File: config.mk
export PLATFORM = sky130hd
export DESIGN_NAME = c_like_token_lexer_unit
export DESIGN_NICKNAME = d
export VERILOG_FILES = /design/src/hw/rtl/ctl_pkg.sv /design/src/hw/rtl/ctl_scanner.sv /design/src/hw/rtl/ctl_token_queue.sv /design/src/hw/rtl/c_like_token_lexer_unit.sv
export SDC_FILE = /design/constraint.sdc
export NUM_CORES = 1
export LEC_CHECK = 0
export BUFFER_PORTS_ARGS = -buffer_cell sky130_fd_sc_hd__buf_2
export CAP_MARGIN = 20
export CELL_PAD_IN_SITES_DETAIL_PLACEMENT = 1
export CELL_PAD_IN_SITES_GLOBAL_PLACEMENT = 2
export CORE_AREA = 2 2 247 249
export DETAILED_ROUTE_END_ITERATION = 6
export DIE_AREA = 0 0 249 251
export PLACE_DENSITY = 0.95
export SYNTH_ARGS = -nofsm -noshare
export SYNTH_HDL_FRONTEND = slang
export SYNTH_SLANG_ARGS = --single-unit
File: constraint.sdc
create_clock -name clk -period 16.7 [get_ports clk]
set_input_delay 0.835 -clock clk [delete_from_list [all_inputs] [get_ports clk]]
set_output_delay 0.835 -clock clk [all_outputs]
set_load 0.01 [all_outputs]
File: src/hw/rtl/ctl_pkg.sv
// ---------------------------------------------------------------------------
// ctl_pkg
// Shared types and constants for the token lexer: token kinds, error causes,
// scan modes and the payload structs of both channels.
// ---------------------------------------------------------------------------
package ctl_pkg;

    localparam int KW_COUNT = 9;

    // Token kinds.
    localparam logic [5:0] TK_EOF       = 6'd0;
    localparam logic [5:0] TK_IDENT     = 6'd1;
    localparam logic [5:0] TK_NUMBER    = 6'd2;
    localparam logic [5:0] TK_CHAR      = 6'd3;
    localparam logic [5:0] TK_STRING    = 6'd4;
    localparam logic [5:0] TK_BOOL_LIT  = 6'd5;
    localparam logic [5:0] TK_KW_INT    = 6'd6;
    localparam logic [5:0] TK_KW_FLOAT  = 6'd7;
    localparam logic [5:0] TK_KW_BOOL   = 6'd8;
    localparam logic [5:0] TK_KW_CHAR   = 6'd9;
    localparam logic [5:0] TK_KW_STRING = 6'd10;
    localparam logic [5:0] TK_KW_IF     = 6'd11;
    localparam logic [5:0] TK_KW_ELSE   = 6'd12;
    localparam logic [5:0] TK_ASSIGN    = 6'd13;
    localparam logic [5:0] TK_EQ        = 6'd14;
    localparam logic [5:0] TK_NOT       = 6'd15;
    localparam logic [5:0] TK_NE        = 6'd16;
    localparam logic [5:0] TK_LT        = 6'd17;
    localparam logic [5:0] TK_LE        = 6'd18;
    localparam logic [5:0] TK_GT        = 6'd19;
    localparam logic [5:0] TK_GE        = 6'd20;
    localparam logic [5:0] TK_PLUS      = 6'd21;
    localparam logic [5:0] TK_MINUS     = 6'd22;
    localparam logic [5:0] TK_STAR      = 6'd23;
    localparam logic [5:0] TK_SLASH     = 6'd24;
    localparam logic [5:0] TK_SEMI      = 6'd25;
    localparam logic [5:0] TK_LPAREN    = 6'd26;
    localparam logic [5:0] TK_RPAREN    = 6'd27;
    localparam logic [5:0] TK_LBRACE    = 6'd28;
    localparam logic [5:0] TK_RBRACE    = 6'd29;
    localparam logic [5:0] TK_AND       = 6'd30;
    localparam logic [5:0] TK_OR        = 6'd31;
    localparam logic [5:0] TK_CARET     = 6'd32;
    localparam logic [5:0] TK_ERROR     = 6'd33;

    // Error causes.
    localparam logic [1:0] ERR_NONE        = 2'd0;
    localparam logic [1:0] ERR_UNTERM_CHAR = 2'd1;
    localparam logic [1:0] ERR_UNTERM_STR  = 2'd2;
    localparam logic [1:0] ERR_UNEXPECTED  = 2'd3;

    // Scanner modes.
    typedef enum logic [2:0] {
        MODE_IDLE,
        MODE_IDENT,
        MODE_NUMBER,
        MODE_CHAR1,
        MODE_CHAR2,
        MODE_STRING,
        MODE_OP
    } scan_mode_t;

    typedef struct packed {
        logic [7:0] source_byte;
        logic       end_of_input;
    } lex_in_t;

    typedef struct packed {
        logic [5:0]  token_kind;
        logic [1:0]  error_cause;
        logic [23:0] start_line;
        logic [31:0] start_offset;
        logic [7:0]  token_length;
        logic        too_long;
        logic [7:0]  char_value;
        logic        last_of_run;
    } lex_out_t;

    // Up to two tokens per byte, as produced by the front scanner.
    typedef struct packed {
        logic     first_valid;
        lex_out_t first;
        logic     second_valid;
        lex_out_t second;
    } tok_pair_t;

    // Keyword letter at a given position, zero past the keyword end.
    function automatic logic [7:0] kw_char(input int unsigned k, input logic [2:0] pos);
        logic [47:0] txt;
        begin
            unique case (k)
                0:       txt = {"int", 24'd0};
                1:       txt = {"float", 8'd0};
                2:       txt = {"bool", 16'd0};
                3:       txt = {"char", 16'd0};
                4:       txt = "string";
                5:       txt = {"if", 32'd0};
                6:       txt = {"else", 16'd0};
                7:       txt = {"true", 16'd0};
                default: txt = {"false", 8'd0};
            endcase
            kw_char = (pos > 3'd5) ? 8'd0 : txt[8'(47 - 8 * int'(pos)) -: 8];
        end
    endfunction

    function automatic logic [2:0] kw_len(input int unsigned k);
        begin
            unique case (k)
                0:       kw_len = 3'd3;
                1:       kw_len = 3'd5;
                2:       kw_len = 3'd4;
                3:       kw_len = 3'd4;
                4:       kw_len = 3'd6;
                5:       kw_len = 3'd2;
                6:       kw_len = 3'd4;
                7:       kw_len = 3'd4;
                default: kw_len = 3'd5;
            endcase
        end
    endfunction

    function automatic logic [5:0] kw_kind(input int unsigned k);
        begin
            unique case (k)
                0:       kw_kind = TK_KW_INT;
                1:       kw_kind = TK_KW_FLOAT;
                2:       kw_kind = TK_KW_BOOL;
                3:       kw_kind = TK_KW_CHAR;
                4:       kw_kind = TK_KW_STRING;
                5:       kw_kind = TK_KW_IF;
                6:       kw_kind = TK_KW_ELSE;
                default: kw_kind = TK_BOOL_LIT;
            endcase
        end
    endfunction

    // Single-character operators; TK_EOF means none.
    function automatic logic [5:0] single_op(input logic [7:0] c);
        begin
            unique case (c)
                "+":     single_op = TK_PLUS;
                "-":     single_op = TK_MINUS;
                "*":     single_op = TK_STAR;
                "/":     single_op = TK_SLASH;
                ";":     single_op = TK_SEMI;
                "(":     single_op = TK_LPAREN;
                ")":     single_op = TK_RPAREN;
                "{":     single_op = TK_LBRACE;
                "}":     single_op = TK_RBRACE;
                "^":     single_op = TK_CARET;
                default: single_op = TK_EOF;
            endcase
        end
    endfunction

endpackage

File: src/hw/rtl/ctl_scanner.sv
// ---------------------------------------------------------------------------
// ctl_scanner
// Front part: takes one byte per beat, advances the scan state and produces
// zero, one or two finished tokens for that byte.
// ---------------------------------------------------------------------------
module ctl_scanner
    import ctl_pkg::*;
#(
    parameter int WORD_LIMIT = 63,
    parameter int TEXT_LIMIT = 255,
    parameter int LINE_BITS  = 24
)
(
    input  logic      clk,
    input  logic      rst_n,
    input  logic      step,
    input  lex_in_t   in_data,
    output tok_pair_t pair
);

    localparam logic [LINE_BITS-1:0] LINE_MAX = {LINE_BITS{1'b1}};

    scan_mode_t            mode_reg, mode_next;
    logic [KW_COUNT-1:0]   cand_reg, cand_next;
    logic [7:0]            bytes_reg, bytes_next;
    logic                  ovf_reg, ovf_next;
    logic [LINE_BITS-1:0]  line_reg, line_next;
    logic [31:0]           pos_reg, pos_next;
    logic [LINE_BITS-1:0]  tline_reg, tline_next;
    logic [31:0]           tpos_reg, tpos_next;
    logic [7:0]            held_reg, held_next;

    // State registers.
    always_ff @(posedge clk or negedge rst_n)
    begin
        if (!rst_n)
        begin
            mode_reg  <= MODE_IDLE;
            cand_reg  <= '0;
            bytes_reg <= '0;
            ovf_reg   <= 1'b0;
            line_reg  <= LINE_BITS'(1);
            pos_reg   <= '0;
            tline_reg <= LINE_BITS'(1);
            tpos_reg  <= '0;
            held_reg  <= '0;
        end
        else if (step)
        begin
            mode_reg  <= mode_next;
            cand_reg  <= cand_next;
            bytes_reg <= bytes_next;
            ovf_reg   <= ovf_next;
            line_reg  <= line_next;
            pos_reg   <= pos_next;
            tline_reg <= tline_next;
            tpos_reg  <= tpos_next;
            held_reg  <= held_next;
        end
    end

    logic [7:0] c;
    logic       eoi;
    logic       c_alpha, c_digit, c_word, c_blank;
    logic [LINE_BITS-1:0] line_inc;
    logic [23:0] line_out, tline_out;
    logic [KW_COUNT-1:0] cand_match;
    logic [5:0] word_kind, lone_kind;
    logic [1:0] lone_cause;

    assign c       = in_data.source_byte;
    assign eoi     = in_data.end_of_input;
    assign c_alpha = (c >= "a" && c <= "z") || (c >= "A" && c <= "Z");
    assign c_digit = (c >= "0" && c <= "9");
    assign c_word  = c_alpha || c_digit || (c == "_");
    assign c_blank = (c == " ") || (c == 8'h09) || (c == 8'h0D);
    assign line_inc = (line_reg == LINE_MAX) ? line_reg : line_reg + 1'b1;
    assign line_out  = 24'(line_reg);
    assign tline_out = 24'(tline_reg);

    // Keyword mask update for the byte at the current length.
    always_comb
    begin
        for (int k = 0; k < KW_COUNT; k++)
        begin
            cand_match[k] = cand_reg[k] && (bytes_reg < 8'(kw_len(k)))
                            && (kw_char(k, bytes_reg[2:0]) == c);
        end
    end

    // Keyword lookup at flush time, lowest index first.
    always_comb
    begin
        word_kind = TK_IDENT;
        for (int k = KW_COUNT - 1; k >= 0; k--)
        begin
            if (cand_reg[k] && (8'(kw_len(k)) == bytes_reg))
                word_kind = kw_kind(k);
        end
    end

    // Kind of a pending one-character operator.
    always_comb
    begin
        lone_cause = ERR_NONE;
        unique case (held_reg)
            "=":     lone_kind = TK_ASSIGN;
            "!":     lone_kind = TK_NOT;
            "<":     lone_kind = TK_LT;
            ">":     lone_kind = TK_GT;
            default:
            begin
                lone_kind  = TK_ERROR;
                lone_cause = ERR_UNEXPECTED;
            end
        endcase
    end

    function automatic lex_out_t mk(input logic [5:0] kind, input logic [1:0] cause,
                                    input logic [23:0] ln, input logic [31:0] ps,
                                    input logic [7:0] len, input logic tl,
                                    input logic [7:0] cv);
        lex_out_t t;
        begin
            t.token_kind   = kind;
            t.error_cause  = cause;
            t.start_line   = ln;
            t.start_offset = ps;
            t.token_length = len;
            t.too_long     = tl;
            t.char_value   = cv;
            t.last_of_run  = 1'b0;
            mk = t;
        end
    endfunction

    // Next state and emitted tokens.
    always_comb
    begin
        logic       restart;
        logic       e0_v, e1_v;
        lex_out_t   e0, e1;
        logic [5:0] k2;
        logic [5:0] so;

        mode_next  = mode_reg;
        cand_next  = cand_reg;
        bytes_next = bytes_reg;
        ovf_next   = ovf_reg;
        line_next  = line_reg;
        pos_next   = pos_reg + 32'd1;
        tline_next = tline_reg;
        tpos_next  = tpos_reg;
        held_next  = held_reg;
        restart    = 1'b0;
        e0_v       = 1'b0;
        e1_v       = 1'b0;
        e0         = '0;
        e1         = '0;
        k2         = TK_EOF;
        so         = single_op(c);

        if (eoi)
        begin
            pos_next  = pos_reg;
            mode_next = MODE_IDLE;
            unique case (mode_reg)
                MODE_IDENT, MODE_NUMBER:
                begin
                    e0_v = 1'b1;
                    e0 = mk((mode_reg == MODE_IDENT) ? word_kind : TK_NUMBER, ERR_NONE,
                            tline_out, tpos_reg, bytes_reg, ovf_reg, held_reg);
                end
                MODE_CHAR1, MODE_CHAR2:
                begin
                    e0_v = 1'b1;
                    e0 = mk(TK_ERROR, ERR_UNTERM_CHAR, tline_out, tpos_reg, bytes_reg,
                            1'b0, held_reg);
                end
                MODE_STRING:
                begin
                    e0_v = 1'b1;
                    e0 = mk(TK_ERROR, ERR_UNTERM_STR, tline_out, tpos_reg, bytes_reg,
                            ovf_reg, held_reg);
                end
                MODE_OP:
                begin
                    e0_v = 1'b1;
                    e0 = mk(lone_kind, lone_cause, tline_out, tpos_reg, 8'd1, 1'b0, held_reg);
                end
                default: ;
            endcase
            e1_v = 1'b1;
            e1 = mk(TK_EOF, ERR_NONE, line_out, pos_reg, 8'd0, 1'b0, 8'd0);
        end
        else
        begin
            unique case (mode_reg)
                MODE_IDENT, MODE_NUMBER:
                begin
                    if ((mode_reg == MODE_IDENT) ? c_word : (c_digit || c == "."))
                    begin
                        if (bytes_reg >= 8'(WORD_LIMIT))
                            ovf_next = 1'b1;
                        if (mode_reg == MODE_IDENT)
                            cand_next = cand_match;
                        if (bytes_reg != 8'd255)
                            bytes_next = bytes_reg + 8'd1;
                    end
                    else
                    begin
                        e0_v = 1'b1;
                        e0 = mk((mode_reg == MODE_IDENT) ? word_kind : TK_NUMBER, ERR_NONE,
                                tline_out, tpos_reg, bytes_reg, ovf_reg, held_reg);
                        restart = 1'b1;
                    end
                end
                MODE_CHAR1:
                begin
                    held_next  = c;
                    bytes_next = 8'd1;
                    if (c == 8'h0A)
                        line_next = line_inc;
                    mode_next = MODE_CHAR2;
                end
                MODE_CHAR2:
                begin
                    e0_v = 1'b1;
                    if (c == "'")
                        e0 = mk(TK_CHAR, ERR_NONE, tline_out, tpos_reg, 8'd1, 1'b0, held_reg);
                    else
                    begin
                        if (c == 8'h0A)
                            line_next = line_inc;
                        e0 = mk(TK_ERROR, ERR_UNTERM_CHAR, tline_out, tpos_reg, 8'd2,
                                1'b0, held_reg);
                    end
                    mode_next = MODE_IDLE;
                end
                MODE_STRING:
                begin
                    if (c == "\"")
                    begin
                        e0_v = 1'b1;
                        e0 = mk(TK_STRING, ERR_NONE, tline_out, tpos_reg, bytes_reg,
                                ovf_reg, held_reg);
                        mode_next = MODE_IDLE;
                    end
                    else if (c == 8'h0A)
                    begin
                        line_next = line_inc;
                        e0_v = 1'b1;
                        e0 = mk(TK_ERROR, ERR_UNTERM_STR, tline_out, tpos_reg, bytes_reg,
                                ovf_reg, held_reg);
                        mode_next = MODE_IDLE;
                    end
                    else
                    begin
                        if (bytes_reg == 8'd0)
                            held_next = c;
                        if (bytes_reg >= 8'(TEXT_LIMIT))
                            ovf_next = 1'b1;
                        if (bytes_reg != 8'd255)
                            bytes_next = bytes_reg + 8'd1;
                    end
                end
                MODE_OP:
                begin
                    if (c == "=")
                    begin
                        priority case (held_reg)
                            "=":     k2 = TK_EQ;
                            "!":     k2 = TK_NE;
                            "<":     k2 = TK_LE;
                            ">":     k2 = TK_GE;
                            default: k2 = TK_EOF;
                        endcase
                    end
                    else if (c == "&" && held_reg == "&")
                        k2 = TK_AND;
                    else if (c == "|" && held_reg == "|")
                        k2 = TK_OR;
                    e0_v = 1'b1;
                    if (k2 != TK_EOF)
                    begin
                        e0 = mk(k2, ERR_NONE, tline_out, tpos_reg, 8'd2, 1'b0, held_reg);
                        mode_next = MODE_IDLE;
                    end
                    else
                    begin
                        e0 = mk(lone_kind, lone_cause, tline_out, tpos_reg, 8'd1, 1'b0,
                                held_reg);
                        restart = 1'b1;
                    end
                end
                default: restart = 1'b1;
            endcase

            // Lex the byte afresh from between tokens.
            if (restart)
            begin
                mode_next = MODE_IDLE;
                if (c_blank)
                begin
                end
                else if (c == 8'h0A)
                    line_next = line_inc;
                else if (c_word)
                begin
                    tline_next = line_reg;
                    tpos_next  = pos_reg;
                    bytes_next = 8'd1;
                    ovf_next   = (WORD_LIMIT == 0);
                    held_next  = c;
                    mode_next  = c_digit ? MODE_NUMBER : MODE_IDENT;
                    for (int k = 0; k < KW_COUNT; k++)
                        cand_next[k] = c_digit || (kw_char(k, 3'd0) == c);
                end
                else if (c == "'" || c == "\"")
                begin
                    tline_next = line_reg;
                    tpos_next  = pos_reg;
                    bytes_next = 8'd0;
                    ovf_next   = 1'b0;
                    held_next  = 8'd0;
                    mode_next  = (c == "\"") ? MODE_STRING : MODE_CHAR1;
                end
                else if (c == "=" || c == "!" || c == "<" || c == ">" || c == "&" || c == "|")
                begin
                    tline_next = line_reg;
                    tpos_next  = pos_reg;
                    bytes_next = 8'd0;
                    ovf_next   = 1'b0;
                    held_next  = c;
                    mode_next  = MODE_OP;
                end
                else
                begin
                    e1_v = 1'b1;
                    if (so != TK_EOF)
                        e1 = mk(so, ERR_NONE, line_out, pos_reg, 8'd1, 1'b0, c);
                    else
                        e1 = mk(TK_ERROR, ERR_UNEXPECTED, line_out, pos_reg, 8'd1, 1'b0, c);
                end
            end
        end

        // Pack the pair with the earlier token first and mark the last one.
        if (e0_v && e1_v)
        begin
            e1.last_of_run = 1'b1;
            pair.first_valid  = 1'b1;
            pair.first        = e0;
            pair.second_valid = 1'b1;
            pair.second       = e1;
        end
        else if (e0_v)
        begin
            e0.last_of_run = 1'b1;
            pair.first_valid  = 1'b1;
            pair.first        = e0;
            pair.second_valid = 1'b0;
            pair.second       = e1;
        end
        else
        begin
            e1.last_of_run = 1'b1;
            pair.first_valid  = e1_v;
            pair.first        = e1;
            pair.second_valid = 1'b0;
            pair.second       = e0;
        end
    end

endmodule

File: src/hw/rtl/ctl_token_queue.sv
// ---------------------------------------------------------------------------
// ctl_token_queue
// Back part: a small token queue that takes up to two tokens per beat from
// the scanner and drives one token per beat to the output channel.
// ---------------------------------------------------------------------------
module ctl_token_queue
    import ctl_pkg::*;
(
    input  logic      clk,
    input  logic      rst_n,
    input  logic      push,
    input  tok_pair_t pair,
    output logic      has_room,
    output logic      out_valid,
    input  logic      out_ready,
    output lex_out_t  out_data
);

    localparam int DEPTH = 4;

    lex_out_t   slot_reg [DEPTH];
    logic [1:0] rd_reg, rd_next;
    logic [1:0] wr_reg, wr_next;
    logic [2:0] cnt_reg, cnt_next;
    logic       pop;
    logic [1:0] n_push;

    assign out_valid = (cnt_reg != 3'd0);
    assign out_data  = slot_reg[rd_reg];
    assign pop       = out_valid && out_ready;
    // Room for a full pair even with nothing leaving.
    assign has_room  = (cnt_reg <= 3'(DEPTH - 2));
    assign n_push    = push ? (2'(pair.first_valid) + 2'(pair.second_valid)) : 2'd0;

    always_comb
    begin
        rd_next  = rd_reg + 2'(pop);
        wr_next  = wr_reg + n_push;
        cnt_next = cnt_reg + 3'(n_push) - 3'(pop);
    end

    // Pointer and count registers.
    always_ff @(posedge clk or negedge rst_n)
    begin
        if (!rst_n)
        begin
            rd_reg  <= '0;
            wr_reg  <= '0;
            cnt_reg <= '0;
        end
        else
        begin
            rd_reg  <= rd_next;
            wr_reg  <= wr_next;
            cnt_reg <= cnt_next;
        end
    end

    // Token storage.
    always_ff @(posedge clk)
    begin
        if (push && pair.first_valid)
            slot_reg[wr_reg] <= pair.first;
        if (push && pair.second_valid)
            slot_reg[wr_reg + 2'd1] <= pair.second;
    end

endmodule

File: src/hw/rtl/c_like_token_lexer_unit.sv
// ---------------------------------------------------------------------------
// c_like_token_lexer_unit
// Streaming lexer for a small C-like language, one source byte per beat.
// ---------------------------------------------------------------------------
// Usage:
//   Input channel (in_valid/in_ready/in_data) carries a source byte or an
//   end-of-input mark. Output channel (out_valid/out_ready/out_data) carries
//   tokens; the last token caused by one input beat has last_of_run set.
//   A byte completes in the scanner in the cycle it is accepted; its tokens
//   are registered in the token queue and leave it one token per cycle
//   while the receiver is ready. Throughput is one input beat per cycle
//   while the token queue (four entries) has room for two tokens; a beat
//   that yields two tokens takes two output transfers, so a long run of
//   such beats is bounded by the single output port.
//   Reset clears the scan state, sets the line counter to one and the byte
//   offset to zero, and empties the queue.
//   When the receiver stalls, tokens wait in the queue; input is refused
//   once fewer than two free entries remain, and nothing is lost.
// ---------------------------------------------------------------------------
module c_like_token_lexer_unit
    import ctl_pkg::*;
#(
    parameter int WORD_LIMIT = 63,
    parameter int TEXT_LIMIT = 255,
    parameter int LINE_BITS  = 24
)
(
    input  logic     clk,
    input  logic     rst_n,
    input  logic     in_valid,
    output logic     in_ready,
    input  lex_in_t  in_data,
    output logic     out_valid,
    input  logic     out_ready,
    output lex_out_t out_data
);

    tok_pair_t pair;
    logic      step;

    assign step = in_valid && in_ready;

    ctl_scanner #(
        .WORD_LIMIT (WORD_LIMIT),
        .TEXT_LIMIT (TEXT_LIMIT),
        .LINE_BITS  (LINE_BITS)
    ) u_scanner (
        .clk     (clk),
        .rst_n   (rst_n),
        .step    (step),
        .in_data (in_data),
        .pair    (pair)
    );

    ctl_token_queue u_queue (
        .clk       (clk),
        .rst_n     (rst_n),
        .push      (step),
        .pair      (pair),
        .has_room  (in_ready),
        .out_valid (out_valid),
        .out_ready (out_ready),
        .out_data  (out_data)
    );

endmodule
==> results.cfg <==
[critical_path]
crit_required_ps = 17130
crit_path_max_fanout = 46
crit_path_end_kind = register
crit_arrival_ps = 6880
startpoint_type = input port
crit_type = input port to register

[cts]
root_buffer = clkbuf_16
htree_levels = 2
hold_buffers = 0
cts_buffers = 52
clkSinkCount = 476
clock_path_buffers = 3
post_cts_buffers = 0
cts_tree = done
post_cts_resized = 0
clk_pin_slew_ps = 60
insertion_delay_ps = 640

[global_routing]
grt_start_max_net_pins = 113
antenna_found_initial = 1
overflow = 0
grt_usage_pct = 28.5
grt_pass1_wl_mm = 139
grt_pass1_vias = 23300

[synth]
yosysSeqAreaShare_pct = 49.7
synthXorXnorAreaFrac_pct = 1.93
async_flop_share_pct = 31.1
yosys_register_bits = 476
ys_dominant_reg_cell = edfxtp_1
yosysWarnings = 0
yosys.area_share.simple_pct = 16.1
syn_nets = 2497
synth_enable_flop_cells = 328
synth_adder_area_share_pct = 0.899
synth_top_family_by_area = simple AND/OR/NAND/NOR gates
syn-cell-area_um2 = 27300
syn-instance-count = 2465
yosysUniqueCellTypes = 97
syn_avg_cell_area_um2 = 11.1
synth.area.mux_share_pct = 10.4
synth_compound_area_share_pct = 15.8

[detailed_routing]
drtIter0Drc = 2184
routed-via-count = 22200
detail_route.wl_per_cell_um = 28.5
vias_per_cell = 6.96
route.antenna.remaining_nets = 0
wl_mm = 90.8
dr.pass1.iters = 6
drc = 0

[finish]
seq_area_um2 = 13600
n_antenna_cell = 0
area_growth_pct = 8.03
fillerInstances = 6235
multi_input_area_um2 = 12400
largest_register_ffs = 328
fin_nets = 2394
drive_gt1_share_pct = 16.7

[placement]
portBuffers = 96
gp_congestion = 0.935
dp_hpwl_mm = 53.6
pre_cts_slack_ps = 9750

[timing]
fin_setup_tns_ps = 0
finalMaxSlewViolations = 0
setup_viol = 0
max-slew-margin-rel_pct = 22.2
finalHoldViolations = 0
layout_min_cycle_time_ps = 6450
fin_crit_sh_pct = 38.6
rsz0062_at_grt = false
tightest_slew_ps = 1170
setup_ws_ps = 10250
max_freq_mhz = 155
clock_skew_ps = 31.2

[pwr]
p_seq_share_pct = 30.8
power_density_nw_per_um2 = 178
vdd_drop_max_mv = 0.242
p_switching_uw = 2530
swShare_pct = 48.2
p_leak_uw = 0.0105
power_frac_clock_pct = 21.6
p_comb_share_pct = 47.7
internal-power_uw = 2730

[die]
die-height_um = 251
core_um2 = 59800
die_area_um2 = 62500
die_x_um = 249
rows = 90
initial_utilization_pct = 45.6
num_io_pins = 97

[outcome]
outcome = finished clean

[job]
drv_cap = 0

[hold_path]
hp-class = input port to asynchronous set/reset pin
path summary, 6_finish.rpt:
path,from,end,slack (ps),depth (start not counted)
min in group clk,u_scanner.tline_out[9]$_DFFE_PN0P_,u_scanner.tline_out[9]$_DFFE_PN0P_,490,2
worst max-delay path,in_data[5],u_queue.slot_reg[0][29]$_DFFE_PP_,10250,14
max in group asynchronous,rst_n,u_queue.rd_reg[1]$_DFF_PN0_,14860,2
worst min register to register,u_scanner.tline_out[9]$_DFFE_PN0P_,u_scanner.tline_out[9]$_DFFE_PN0P_,490,2
worst max register to register,u_scanner.held_reg[5]$_DFFE_PN0P_,u_queue.slot_reg[0][29]$_DFFE_PP_,10360,13
worst min-delay path,rst_n,u_scanner.tpos_reg[31]$_DFFE_PN0P_,300,1
power groups by stage:
stage	Combinational [uW]	Clock [uW]	Sequential, uW
after floorplan	1650	0	1540
after global placement	2390	0	1620
after detailed placement	2450	0	1640
after CTS	2450	1140	1620
after global routing	2610	1190	1640
final	2510	1130	1620
synthesized netlist by cell type (29+ instances only):
library cell | n | area share (%)
edfxtp_1 | 328 | 36
nand3_1 | 300 | 5.5
nand2_1 | 231 | 3.2
o221ai_1 | 226 | 7.3
clkbuf_1 | 157 | 2.2
dfrtp_1 | 146 | 13
o21ai_0 | 96 | 1.8
nor2_1 | 86 | 1.2
mux4_2 | 82 | 6.8
a21oi_1 | 65 | 1.2
buf_2 | 64 | 1.2
mux2_4 | 49 | 2.7
xnor2_1 | 37 | 1.2
a31oi_1 | 36 | 0.83
nor3_1 | 36 | 0.66
and2_1 | 34 | 0.78
and3_1 | 32 | 0.73
buf_1 | 30 | 0.41
inv_1 | 29 | 0.40
layout make-up:
| cell class | instances | area share [%] |
|---|---|---|
| timing repair buffer | 128 | 2.53 |
| clock buffer | 72 | 4.84 |
| sequential | 476 | 46.0 |
| tap | 782 | 3.32 |
| inverter | 31 | 0.395 |
| clock inverter | 24 | 0.734 |
| multi-input combinational | 1673 | 42.2 |
worst max-delay path, stage by stage:
cell and delay (ps):
buf_2 430, nand4bb_1 430, nor3_1 670, and2_1 250, o211a_1 690, nor3_1 170, a21o_1 250, ha_1 350
nor4_1 510, a41oi_4 160, a2111oi_4 1040, buf_4 710, nand3_1 200, o221ai_1 120
metrics by stage:
step	util [%]	power, uW	hold slack, ps	cells	cell area [um2]
after CTS	49.2	5210	368	3183	29400
final	49.3	5260	302	3186	29500
after global routing	49.3	5430	369	3186	29500
after floorplan	-	3200	450	2465	27300
after detailed placement	46.5	4090	474	3087	27800
after global placement	46.5	4010	463	3087	27800
cells by family (layout without fill, tap and decap cells):
kind of cell / after synthesis / count (layout)
simple gates: 866 / 866
compound gates: 572 / 572
flops: 476 / 476
buf+inv: 316 / 255
mux: 156 / 156
xor+xnor: 60 / 60
fa+ha+maj: 19 / 19
layout by cell type (no fill, tap or decap), types with 23 or more instances in the layout:
cell,n
edfxtp_1,328
nand3_1,300
nand2_1,227
o221ai_1,226
dfrtp_1,144
o21ai_0,96
buf_2,95
nor2_1,84
mux4_2,82
a21oi_1,65
clkbuf_16,53
mux2_4,49
xnor2_1,37
a31oi_1,36
nor3_1,35
and2_1,33
and3_1,31
inv_1,29
buf_4,29
xor2_1,23
per-layer routing:
metal,track usage (%),routed length [um]
met4,12.0,3140
met5,0,7
met1,35.8,35300
met3,4.92,7320
met2,48.7,45000
(Power assumes the default switching activity.)
